<file path="config.mk">
export PLATFORM = sky130hd
export DESIGN_NAME = thermal_throttle_governor_unit_flat
export DESIGN_NICKNAME = d
export VERILOG_FILES = /design/src/design/ttg_pkg.sv /design/src/design/ttg_sample_if.sv /design/src/design/ttg_result_if.sv /design/src/design/thermal_throttle_governor_unit.sv /design/src/flat_wrapper.sv
export VERILOG_INCLUDE_DIRS = /design/src /design/src/design
export SDC_FILE = /design/constraint.sdc
export NUM_CORES = 1
export LEC_CHECK = 0
export ABC_AREA = 1
export BUFFER_PORTS_ARGS = -buffer_cell sky130_fd_sc_hd__clkbuf_2
export CORE_ASPECT_RATIO = 1.1
export CORE_MARGIN = 1
export CORE_UTILIZATION = 55
export DETAILED_ROUTE_END_ITERATION = 8
export GPL_ROUTABILITY_DRIVEN = 1
export PLACE_DENSITY = 0.73
export SLEW_MARGIN = 20
export SYNTH_ARGS = -nofsm -noshare
export SYNTH_HDL_FRONTEND = slang
export SYNTH_SLANG_ARGS = --single-unit
</file>
<file path="constraint.sdc">
create_clock -name clk -period 5.3 [get_ports clk]
set_input_delay 0.53 -clock clk [delete_from_list [all_inputs] [get_ports clk]]
set_output_delay 0.53 -clock clk [all_outputs]
set_load 0.02 [all_outputs]
</file>
<file path="src/design/thermal_throttle_governor_unit_defines.svh">
// Assertion macros shared by the thermal throttle governor RTL.
// Needs a clock named clk and a synchronous active-high reset named rst in scope.
`ifndef THERMAL_THROTTLE_GOVERNOR_UNIT_DEFINES_SVH
`define THERMAL_THROTTLE_GOVERNOR_UNIT_DEFINES_SVH

// Consequent checked in the same cycle as the antecedent.
`define TTG_ASSERT_SAME(label, ante, cons, msg) \
  label: assert property (@(posedge clk) disable iff (rst) (ante) |-> (cons)) \
    else $error(msg);

// Consequent checked in the cycle after the antecedent.
`define TTG_ASSERT_NEXT(label, ante, cons, msg) \
  label: assert property (@(posedge clk) disable iff (rst) (ante) |=> (cons)) \
    else $error(msg);

`endif

</file>
<file path="src/design/ttg_pkg.sv">
// Package for the thermal throttle governor: item types, cap codes,
// register indexes and reset values. No dependencies.
`default_nettype none

package ttg_pkg;

  localparam int CFG_DATA_W  = 9;
  localparam int CFG_INDEX_W = 3;

  // Configuration register indexes.
  typedef enum logic [CFG_INDEX_W-1:0] {
    REG_HOT_THRESHOLD        = 3'd0,
    REG_COLD_THRESHOLD       = 3'd1,
    REG_HOT_DWELL_LIMIT      = 3'd2,
    REG_COLD_DWELL_LIMIT     = 3'd3,
    REG_BENCH_HOT_THRESHOLD  = 3'd4,
    REG_BENCH_COLD_THRESHOLD = 3'd5,
    REG_SENSOR_BYPASS        = 3'd6
  } reg_index_t;

  // Item kinds.
  localparam logic ACT_SAMPLE    = 1'b0;
  localparam logic ACT_PMU_EVENT = 1'b1;

  // CPU cap codes.
  localparam logic [1:0] CPU_CAP_DEFAULT   = 2'd0;
  localparam logic [1:0] CPU_CAP_LIMIT     = 2'd1;
  localparam logic [1:0] CPU_CAP_TIGHT     = 2'd2;
  localparam logic [1:0] CPU_CAP_BENCH_MAX = 2'd3;

  // GPU cap codes.
  localparam logic [1:0] GPU_CAP_DEFAULT   = 2'd0;
  localparam logic [1:0] GPU_CAP_LIMIT     = 2'd1;
  localparam logic [1:0] GPU_CAP_BENCH_MAX = 2'd2;

  localparam logic signed [8:0] ROOM_TEMP = 9'sd25;
  localparam logic [8:0]        CNT_MAX   = 9'd511;
  localparam logic [1:0]        ESC_MAX   = 2'd3;
  localparam logic [1:0]        ESC_TIGHTEN = 2'd2;

  // Register reset values.
  localparam logic signed [8:0] RST_HOT_THRESHOLD        = 9'sd58;
  localparam logic signed [8:0] RST_COLD_THRESHOLD       = 9'sd55;
  localparam logic [8:0]        RST_HOT_DWELL_LIMIT      = 9'd300;
  localparam logic [8:0]        RST_COLD_DWELL_LIMIT     = 9'd20;
  localparam logic signed [8:0] RST_BENCH_HOT_THRESHOLD  = 9'sd79;
  localparam logic signed [8:0] RST_BENCH_COLD_THRESHOLD = 9'sd70;

  typedef struct packed {
    logic              action;
    logic signed [8:0] temperature;
    logic              benchmark_mode;
  } sample_t;

  typedef struct packed {
    logic [1:0] cpu_cap;
    logic [1:0] gpu_cap;
    logic       cap_updated;
    logic       locked;
    logic       overheat_warning;
  } result_t;

  // Dwell counter increment that stops at the top.
  function automatic logic [8:0] sat_inc(input logic [8:0] c);
    return (c < CNT_MAX) ? c + 9'd1 : CNT_MAX;
  endfunction

endpackage

`default_nettype wire

</file>
<file path="src/design/ttg_sample_if.sv">
// Valid/ready channel that carries one temperature sample or PMU event item.
// Uses no package.
`default_nettype none

interface ttg_sample_if;
  logic              valid;
  logic              ready;
  logic              action;
  logic signed [8:0] temperature;
  logic              benchmark_mode;

  modport source (output valid, output action, output temperature,
                  output benchmark_mode, input ready);
  modport sink   (input valid, input action, input temperature,
                  input benchmark_mode, output ready);
endinterface

`default_nettype wire

</file>
<file path="src/design/ttg_result_if.sv">
// Valid/ready channel that carries one governor result item.
// Uses no package.
`default_nettype none

interface ttg_result_if;
  logic       valid;
  logic       ready;
  logic [1:0] cpu_cap;
  logic [1:0] gpu_cap;
  logic       cap_updated;
  logic       locked;
  logic       overheat_warning;

  modport source (output valid, output cpu_cap, output gpu_cap, output cap_updated,
                  output locked, output overheat_warning, input ready);
  modport sink   (input valid, input cpu_cap, input gpu_cap, input cap_updated,
                  input locked, input overheat_warning, output ready);
endinterface

`default_nettype wire

</file>
<file path="src/design/thermal_throttle_governor_unit.sv">
// Thermal throttle governor top level: input register, governor update, result register.
// Depends on ttg_pkg, ttg_sample_if, ttg_result_if and the defines header.
`default_nettype none
`include "thermal_throttle_governor_unit_defines.svh"

// The governor takes one item per clock cycle while the result side is not stalled and
// returns one result item for each, through the input register and then the result
// register. An accepted item waits in the input register; the dwell counters, escalation
// count, lock flag and cap levels are updated in the cycle the item moves into the result
// register, so each item's update sees the state left by the item before it. Configuration
// registers are written through cfg_wr_en, cfg_index and cfg_data and should only change
// while the block holds no item; an index beyond the last register is ignored.
module thermal_throttle_governor_unit (
  input  wire logic                            clk,
  input  wire logic                            rst,
  input  wire logic                            cfg_wr_en,
  input  wire logic [ttg_pkg::CFG_INDEX_W-1:0] cfg_index,
  input  wire logic [ttg_pkg::CFG_DATA_W-1:0]  cfg_data,
  ttg_sample_if.sink                           samples,
  ttg_result_if.source                         results
);

  // Configuration registers.
  logic signed [8:0] hot_threshold;
  logic signed [8:0] cold_threshold;
  logic [8:0]        hot_dwell_limit;
  logic [8:0]        cold_dwell_limit;
  logic signed [8:0] my_hot_threshold;
  logic signed [8:0] my_cold_threshold;
  logic              sensor_bypass;

  // Governor state.
  logic [8:0] hot_count, hot_count_next;
  logic [8:0] cold_count, cold_count_next;
  logic [1:0] escalation_count, escalation_count_next;
  logic       lock_flag, lock_flag_next;
  logic [1:0] cpu_cap_level, cpu_cap_level_next;
  logic [1:0] gpu_cap_level, gpu_cap_level_next;

  // Pipeline registers.
  logic             s1_valid;
  ttg_pkg::sample_t s1_item;
  logic             res_valid;
  ttg_pkg::result_t res_item;
  ttg_pkg::result_t result_next;

  logic              advance;
  logic signed [8:0] eff_temp;
  logic              is_hot;
  logic              is_cold;
  logic              hot_done;
  logic              cold_done;
  logic [1:0]        esc_inc;
  logic              updated;
  logic              warning;

  // The input register moves on when the result register is free or being emptied.
  assign advance       = s1_valid && (!res_valid || results.ready);
  assign samples.ready = !s1_valid || advance;

  // Configuration writes.
  always_ff @(posedge clk) begin
    if (rst) begin
      hot_threshold        <= ttg_pkg::RST_HOT_THRESHOLD;
      cold_threshold       <= ttg_pkg::RST_COLD_THRESHOLD;
      hot_dwell_limit      <= ttg_pkg::RST_HOT_DWELL_LIMIT;
      cold_dwell_limit     <= ttg_pkg::RST_COLD_DWELL_LIMIT;
      my_hot_threshold  <= ttg_pkg::RST_BENCH_HOT_THRESHOLD;
      my_cold_threshold <= ttg_pkg::RST_BENCH_COLD_THRESHOLD;
      sensor_bypass        <= 1'b0;
    end else if (cfg_wr_en) begin
      unique case (ttg_pkg::reg_index_t'(cfg_index))
        ttg_pkg::REG_HOT_THRESHOLD:        hot_threshold        <= cfg_data;
        ttg_pkg::REG_COLD_THRESHOLD:       cold_threshold       <= cfg_data;
        ttg_pkg::REG_HOT_DWELL_LIMIT:      hot_dwell_limit      <= cfg_data;
        ttg_pkg::REG_COLD_DWELL_LIMIT:     cold_dwell_limit     <= cfg_data;
        ttg_pkg::REG_BENCH_HOT_THRESHOLD:  my_hot_threshold  <= cfg_data;
        ttg_pkg::REG_BENCH_COLD_THRESHOLD: my_cold_threshold <= cfg_data;
        ttg_pkg::REG_SENSOR_BYPASS:        sensor_bypass        <= cfg_data[0];
        default: ;
      endcase
    end
  end

  // Input register.
  always_ff @(posedge clk) begin
    if (rst) begin
      s1_valid <= 1'b0;
    end else if (samples.ready) begin
      s1_valid <= samples.valid;
    end
  end

  always_ff @(posedge clk) begin
    if (samples.valid && samples.ready) begin
      s1_item.action         <= samples.action;
      s1_item.temperature    <= samples.temperature;
      s1_item.benchmark_mode <= samples.benchmark_mode;
    end
  end

  // Governor update for the item in the input register.
  always_comb begin
    hot_count_next        = hot_count;
    cold_count_next       = cold_count;
    escalation_count_next = escalation_count;
    lock_flag_next        = lock_flag;
    cpu_cap_level_next    = cpu_cap_level;
    gpu_cap_level_next    = gpu_cap_level;
    updated               = 1'b0;
    warning               = 1'b0;
    hot_done              = 1'b0;
    cold_done             = 1'b0;

    eff_temp = sensor_bypass ? ttg_pkg::ROOM_TEMP : s1_item.temperature;
    is_hot   = eff_temp > hot_threshold;
    is_cold  = eff_temp < cold_threshold;
    esc_inc  = (escalation_count < ttg_pkg::ESC_MAX) ? escalation_count + 2'd1
                                                      : escalation_count;

    if (s1_item.action == ttg_pkg::ACT_PMU_EVENT) begin
      cpu_cap_level_next = ttg_pkg::CPU_CAP_TIGHT;
      gpu_cap_level_next = ttg_pkg::GPU_CAP_LIMIT;
      hot_count_next     = '0;
      cold_count_next    = '0;
      lock_flag_next     = 1'b1;
      updated            = 1'b1;
    end else if (eff_temp > 9'sd0) begin
      if (s1_item.benchmark_mode) begin
        // Benchmark policy: caps follow the benchmark hot and cold thresholds, with a dead band between.
        priority if (eff_temp > my_hot_threshold) begin
          cpu_cap_level_next = ttg_pkg::CPU_CAP_TIGHT;
          gpu_cap_level_next = ttg_pkg::GPU_CAP_LIMIT;
          updated            = 1'b1;
        end else if (eff_temp < my_cold_threshold) begin
          cpu_cap_level_next = ttg_pkg::CPU_CAP_BENCH_MAX;
          gpu_cap_level_next = ttg_pkg::GPU_CAP_BENCH_MAX;
          updated            = 1'b1;
        end else begin
          // Inside the dead band the caps stay as they are.
        end
      end else begin
        // Dwell counting; a hot sample takes precedence over a cold one.
        priority if (is_hot) begin
          hot_count_next  = ttg_pkg::sat_inc(hot_count);
          cold_count_next = '0;
        end else if (is_cold) begin
          cold_count_next = ttg_pkg::sat_inc(cold_count);
          hot_count_next  = '0;
        end else begin
          hot_count_next  = '0;
          cold_count_next = '0;
        end

        hot_done  = is_hot && (hot_count_next >= hot_dwell_limit);
        cold_done = is_cold && (cold_count_next >= cold_dwell_limit);

        priority if (hot_done) begin
          escalation_count_next = esc_inc;
          if (esc_inc == ttg_pkg::ESC_MAX) begin
            warning = 1'b1;
          end else if (esc_inc == ttg_pkg::ESC_TIGHTEN) begin
            cpu_cap_level_next = ttg_pkg::CPU_CAP_TIGHT;
            updated            = 1'b1;
          end
          // Locking overrides the tightened CPU cap when not yet locked.
          if (!lock_flag) begin
            cpu_cap_level_next = ttg_pkg::CPU_CAP_LIMIT;
            gpu_cap_level_next = ttg_pkg::GPU_CAP_LIMIT;
            hot_count_next     = '0;
            cold_count_next    = '0;
            lock_flag_next     = 1'b1;
            updated            = 1'b1;
          end
        end else if (cold_done) begin
          escalation_count_next = '0;
          if (lock_flag) begin
            cpu_cap_level_next = ttg_pkg::CPU_CAP_DEFAULT;
            gpu_cap_level_next = ttg_pkg::GPU_CAP_DEFAULT;
            hot_count_next     = '0;
            cold_count_next    = '0;
            lock_flag_next     = 1'b0;
            updated            = 1'b1;
          end
        end else begin
          // No dwell completed: escalation, lock and caps hold.
        end

        // A counter that has reached its limit starts over.
        priority if (hot_count_next >= hot_dwell_limit) begin
          hot_count_next = '0;
        end else if (cold_count_next >= cold_dwell_limit) begin
          cold_count_next = '0;
        end else begin
          // Both counters are still short of their limits.
        end
      end
    end

    result_next.cpu_cap          = cpu_cap_level_next;
    result_next.gpu_cap          = gpu_cap_level_next;
    result_next.cap_updated      = updated;
    result_next.locked           = lock_flag_next;
    result_next.overheat_warning = warning;
  end

  // Governor state registers.
  always_ff @(posedge clk) begin
    if (rst) begin
      hot_count        <= '0;
      cold_count       <= '0;
      escalation_count <= '0;
      lock_flag        <= 1'b0;
      cpu_cap_level    <= ttg_pkg::CPU_CAP_DEFAULT;
      gpu_cap_level    <= ttg_pkg::GPU_CAP_DEFAULT;
    end else if (advance) begin
      hot_count        <= hot_count_next;
      cold_count       <= cold_count_next;
      escalation_count <= escalation_count_next;
      lock_flag        <= lock_flag_next;
      cpu_cap_level    <= cpu_cap_level_next;
      gpu_cap_level    <= gpu_cap_level_next;
    end
  end

  // Result register.
  always_ff @(posedge clk) begin
    if (rst) begin
      res_valid <= 1'b0;
    end else if (advance) begin
      res_valid <= 1'b1;
    end else if (results.ready) begin
      res_valid <= 1'b0;
    end
  end

  always_ff @(posedge clk) begin
    if (advance) begin
      res_item <= result_next;
    end
  end

  assign results.valid            = res_valid;
  assign results.cpu_cap          = res_item.cpu_cap;
  assign results.gpu_cap          = res_item.gpu_cap;
  assign results.cap_updated      = res_item.cap_updated;
  assign results.locked           = res_item.locked;
  assign results.overheat_warning = res_item.overheat_warning;

  // Checks on the governor logic.
  `TTG_ASSERT_SAME(a_ready_when_out_free, !res_valid, samples.ready, "input stalled with result register free")
  `TTG_ASSERT_NEXT(a_warning_at_max_esc, advance && result_next.overheat_warning, escalation_count == ttg_pkg::ESC_MAX, "warning without saturated escalation")
  `TTG_ASSERT_NEXT(a_caps_hold_no_update, advance && !result_next.cap_updated, cpu_cap_level == $past(cpu_cap_level) && gpu_cap_level == $past(gpu_cap_level), "caps changed without an update")
  `TTG_ASSERT_NEXT(a_pmu_forces_lock, advance && s1_item.action == ttg_pkg::ACT_PMU_EVENT, lock_flag && cpu_cap_level == ttg_pkg::CPU_CAP_TIGHT && gpu_cap_level == ttg_pkg::GPU_CAP_LIMIT, "PMU event did not force tight caps")
  `TTG_ASSERT_NEXT(a_state_holds_when_idle, !advance, $stable(escalation_count) && $stable(lock_flag), "state changed without an item")

endmodule

`default_nettype wire
</file>
<file path="src/flat_wrapper.sv">
// flat-port wrapper written by rule: the top's interface ports become plain ports
module thermal_throttle_governor_unit_flat 
  (clk, rst, cfg_wr_en, cfg_index, cfg_data, samples_valid, samples_action, samples_temperature, samples_benchmark_mode, samples_ready, results_valid, results_cpu_cap, results_gpu_cap, results_cap_updated, results_locked, results_overheat_warning, results_ready);
  ttg_sample_if samples_i ();
  ttg_result_if results_i ();
  input  wire logic clk;
  input  wire logic rst;
  input  wire logic cfg_wr_en;
  input  wire logic [ttg_pkg::CFG_INDEX_W-1:0] cfg_index;
  input  wire logic [ttg_pkg::CFG_DATA_W-1:0] cfg_data;
  input wire logic [$bits(samples_i.valid)-1:0] samples_valid;
  input wire logic [$bits(samples_i.action)-1:0] samples_action;
  input wire logic [$bits(samples_i.temperature)-1:0] samples_temperature;
  input wire logic [$bits(samples_i.benchmark_mode)-1:0] samples_benchmark_mode;
  output wire logic [$bits(samples_i.ready)-1:0] samples_ready;
  output wire logic [$bits(results_i.valid)-1:0] results_valid;
  output wire logic [$bits(results_i.cpu_cap)-1:0] results_cpu_cap;
  output wire logic [$bits(results_i.gpu_cap)-1:0] results_gpu_cap;
  output wire logic [$bits(results_i.cap_updated)-1:0] results_cap_updated;
  output wire logic [$bits(results_i.locked)-1:0] results_locked;
  output wire logic [$bits(results_i.overheat_warning)-1:0] results_overheat_warning;
  input wire logic [$bits(results_i.ready)-1:0] results_ready;
  assign samples_i.valid = samples_valid;
  assign samples_i.action = samples_action;
  assign samples_i.temperature = samples_temperature;
  assign samples_i.benchmark_mode = samples_benchmark_mode;
  assign samples_ready = samples_i.ready;
  assign results_valid = results_i.valid;
  assign results_cpu_cap = results_i.cpu_cap;
  assign results_gpu_cap = results_i.gpu_cap;
  assign results_cap_updated = results_i.cap_updated;
  assign results_locked = results_i.locked;
  assign results_overheat_warning = results_i.overheat_warning;
  assign results_i.ready = results_ready;
  thermal_throttle_governor_unit u_core (.clk(clk), .rst(rst), .cfg_wr_en(cfg_wr_en), .cfg_index(cfg_index), .cfg_data(cfg_data), .samples(samples_i), .results(results_i));
endmodule
</file>
==> results.md <==
* Status: completed
* Final period util at 92.49%
* Number of global-route vias before repair at 5682
* Slew @ Worst Pin at 776.6 ps
* Mux contribution to synthesized area at 0%
* Element type at the critical path end: flip-flop
* Core area at 0.01111 sq mm
* Post-Synthesis Cell Area at 0.006384 sq mm
* Crit-path most repeated cell: nand2_1
* Grt met2 use at 50.86%
* Ys async rst share at 0%
* Min-Delay Path Class: input pin to flip-flop
* Clk slew on worst S/H paths at 80 ps
* Ys flop type: dfxtp_1
* R2r setup slk at 400 ps
* Largest stage delay on the critical path at 480 ps
* Lkg Pwr at 3.380 nW
* Clk_skew at 6.390 ps
* Fin area at 0.007196 sq mm
* Worst Slack Setup Final at 397.8 ps
* Global route overflow at 0
* Post-Layout Cell Count at 1080
* XOR/XNOR share of the synthesized area at 0.6860%
* CP Class: flip-flop to flip-flop
* CTS Buf Count at 9
* Synth Warn # at 0
* Mapped Nets at 970
* Final Core Density at 64.76%
* P per Cell Area at 241.4 mW/mm^2
* Antenna diodes at 0
* Distinct cell type count after synthesis at 46
* Startpoint class of the critical path: flip-flop
* Crit path DAT at 5170 ps
* CTS Hold Bufs at 0
* Gr usage total at 27.89%
* Required time worst endpoint at 5570 ps
* First-pass GRT wire length at 26630 microns
* Total negative slack at 0 ps
* Max transition margin at 48.04%
* Die X at 104.7 microns
* Fmax achieved at 0.2040 GHz
* Synth area leader: dfxtp_1
* CTS sink count at 100
* Post-Route WL at 16270 microns
* Buffers on Ports at 36
* Worst hold path startpoint: samples_temperature[7]
* Sequential fraction of the synthesis area at 34.18%
* IO Count at 37
* Post-synthesis compound-gate area fraction at 16.54%
* Largest net degree at the start of global routing at 40
* Multi-input gate area at 0.003661 sq mm
* Worst hold margin at 346.1 ps
* Worst reg2reg path endpoint: u_core.cold_count[6]
* Peak supply drop at 174.7 uV
* Most common cell in the netlist: nand2_1
* Clk buf depth at 2
* Top area cells in the synthesized netlist: dfxtp_1, ha_1, nand2_1
* Syn avg cell area at 7.304 sq um
* Min cycle time layout at 4902 ps
* Site Rows at 40
* Seq cells post-synth at 100
* Global route hottest layer: met2
* Placed instance area at 0.006780 sq mm
* Final setup viols at 0
* Share of layout cells above drive strength 1 at 14.36%
* Synth Area in Simple Gates at 25.87%
* Place WS at 83.96 ps
* Antenna viol nets, final at 0
* CP max-delay cell: or3b_2
* FILL cells at 1027
* Avg WL per Cell at 15.06 microns
* Post-synth EDFFs at 18
* Crit path launch: u_core.sensor_bypass
* Die area at 0.01204 sq mm
* DRT iter0 DRCs at 443
* Post-Synth Adder-Cell Area at 13.33%
* Clk root buf: clkbuf_16
* Avg Vias per Cell at 5.473
* Die H at 115.0 microns
* Register cell area after layout at 0.002186 sq mm
* Largest family of logic cells by synthesized area: simple AND/OR/NAND/NOR gates
* Slew Viols, Final at 0
* Mapped Cells at 874
* TritonCTS clock tree: done
* H-tree depth at 3
* 1st-pass router iterations at 5
* Initial Utilization at 57.45%
* Antenna violations before repair at 0
* Area Growth Syn to Fin at 12.72%
* DRC viols at 0
* Grt met3 use at 3.855%
* Share of Yosys cell area claimed by the top area cell type at 25.72%
* Routed via count at 5911
* NumNets Final at 1024
* Detailed placement HPWL at 12290 microns
* Worst-path fanout max at 11
* Worst-skew pair later-pin latency at 360 ps
* Worst R2R Path Depth at 34
* Pwr Total at 1.737 mW
* Synth top cells by count: nand2_1, inv_1, a21oi_1
* Worst R2R Start: u_core.sensor_bypass
* Hold Vio Cnt, Final at 0
* Final Wtd Congestion at 0.9100
* Grt met1 use at 33.44%
* Dpl cells at 1057
* CP endpoint: u_core.cold_count[6]
* Max-Cap Viols at 0
[power breakdown]
| part | internal (mW) | switching [mW] | total (mW) | leakage [nW] |
|---|---|---|---|---|
| Sequential | 0.800 | 0.0148 | 0.814 | 0.840 |
| Clock | 0.332 | 0.334 | 0.667 | 0.139 |
| Combinational | 0.0861 | 0.170 | 0.256 | 2.40 |
| Total | 1.22 | 0.519 | 1.74 | 3.38 |
[how the worst min path moves through the flow]
stage | to | slack, ps | cells past startpoint
CTS | u_core.s1_item[4] | 340 | 1
finish | u_core.s1_item[8] | 350 | 1
global route | u_core.s1_item[2] | 340 | 1
detailed placement | u_core.cold_threshold[0] | 450 | 2
global placement | u_core.cold_threshold[0] | 450 | 2
floorplan | u_core.cold_threshold[0] | 430 | 2
[layout by cell type (no fill, tap or decap), types with 3 or more instances in the layout]
cell / instances
nand4_1: 16
o21a_1: 3
clkinv_1: 3
inv_1: 133
nand2_1: 181
o211ai_1: 18
inv_2: 4
nor2_4: 3
nor3_1: 8
edfxtp_1: 18
nand2_2: 9
clkbuf_16: 9
o21ai_2: 3
or2_2: 4
xor2_1: 3
a21oi_1: 92
ha_1: 68
o21ai_0: 51
o21ai_1: 3
nor2_1: 73
a21oi_2: 6
nand2_4: 3
nand3b_1: 3
dfxtp_1: 81
nand3_2: 3
nor2_2: 14
nand3_1: 34
clkbuf_2: 36
buf_4: 19
[logic make-up (layout without fill, tap and decap cells)]
group / after synthesis / count (layout)
and+or+nand+nor: 360 / 360
adders and majority gates: 68 / 68
DFF: 100 / 100
AOI/OAI and AO/OA: 187 / 187
buffers and inverters: 154 / 213
xor gates and xnor gates: 5 / 5
[critical path: cells and delay by family (launching register included)]
| family | cells | cell delay (ps) |
|---|---|---|
| buffers and inverters | 6 | 640 |
| AO/OA/AOI/OAI | 7 | 1100 |
| adder cells (fa/ha/maj) | 3 | 900 |
| flip-flops | 1 | 410 |
| AND/OR/NAND/NOR | 18 | 1760 |
[sequential cells by signal, indices dropped and copies added, names as in the netlist, 9 cells and up]
register	flops
u_core.s1_item	11
u_core.my_cold_threshold	9
u_core.my_hot_threshold	9
u_core.cold_count	9
u_core.cold_dwell_limit	9
u_core.cold_threshold	9
u_core.hot_count	9
u_core.hot_dwell_limit	9
u_core.hot_threshold	9
[cell type report]
| class | instances | share of cell area (%) |
|---|---|---|
| Multi-Input combinational cell | 620 | 50.88 |
| Sequential cell | 100 | 30.38 |
| Inverter | 141 | 7.425 |
| Timing Repair Buffer | 56 | 4.643 |
| Clock buffer | 9 | 3.130 |
| Tap cell | 147 | 2.556 |
| Clock inverter | 7 | 0.9911 |
[per-layer routing]
metal / wire [microns] / share of wire (%)
met1: 7112 / 44
met3: 647 / 4.0
met4: 497 / 3.1
met2: 8010 / 49
met5: 0 / 0
[what timing repair did]
item	in CTS	in global routing
setup buffers	0	7
gates resized for setup	0	22
setup endpoints to repair	0	18
Note: power is estimated with default switching activity, not from simulation.
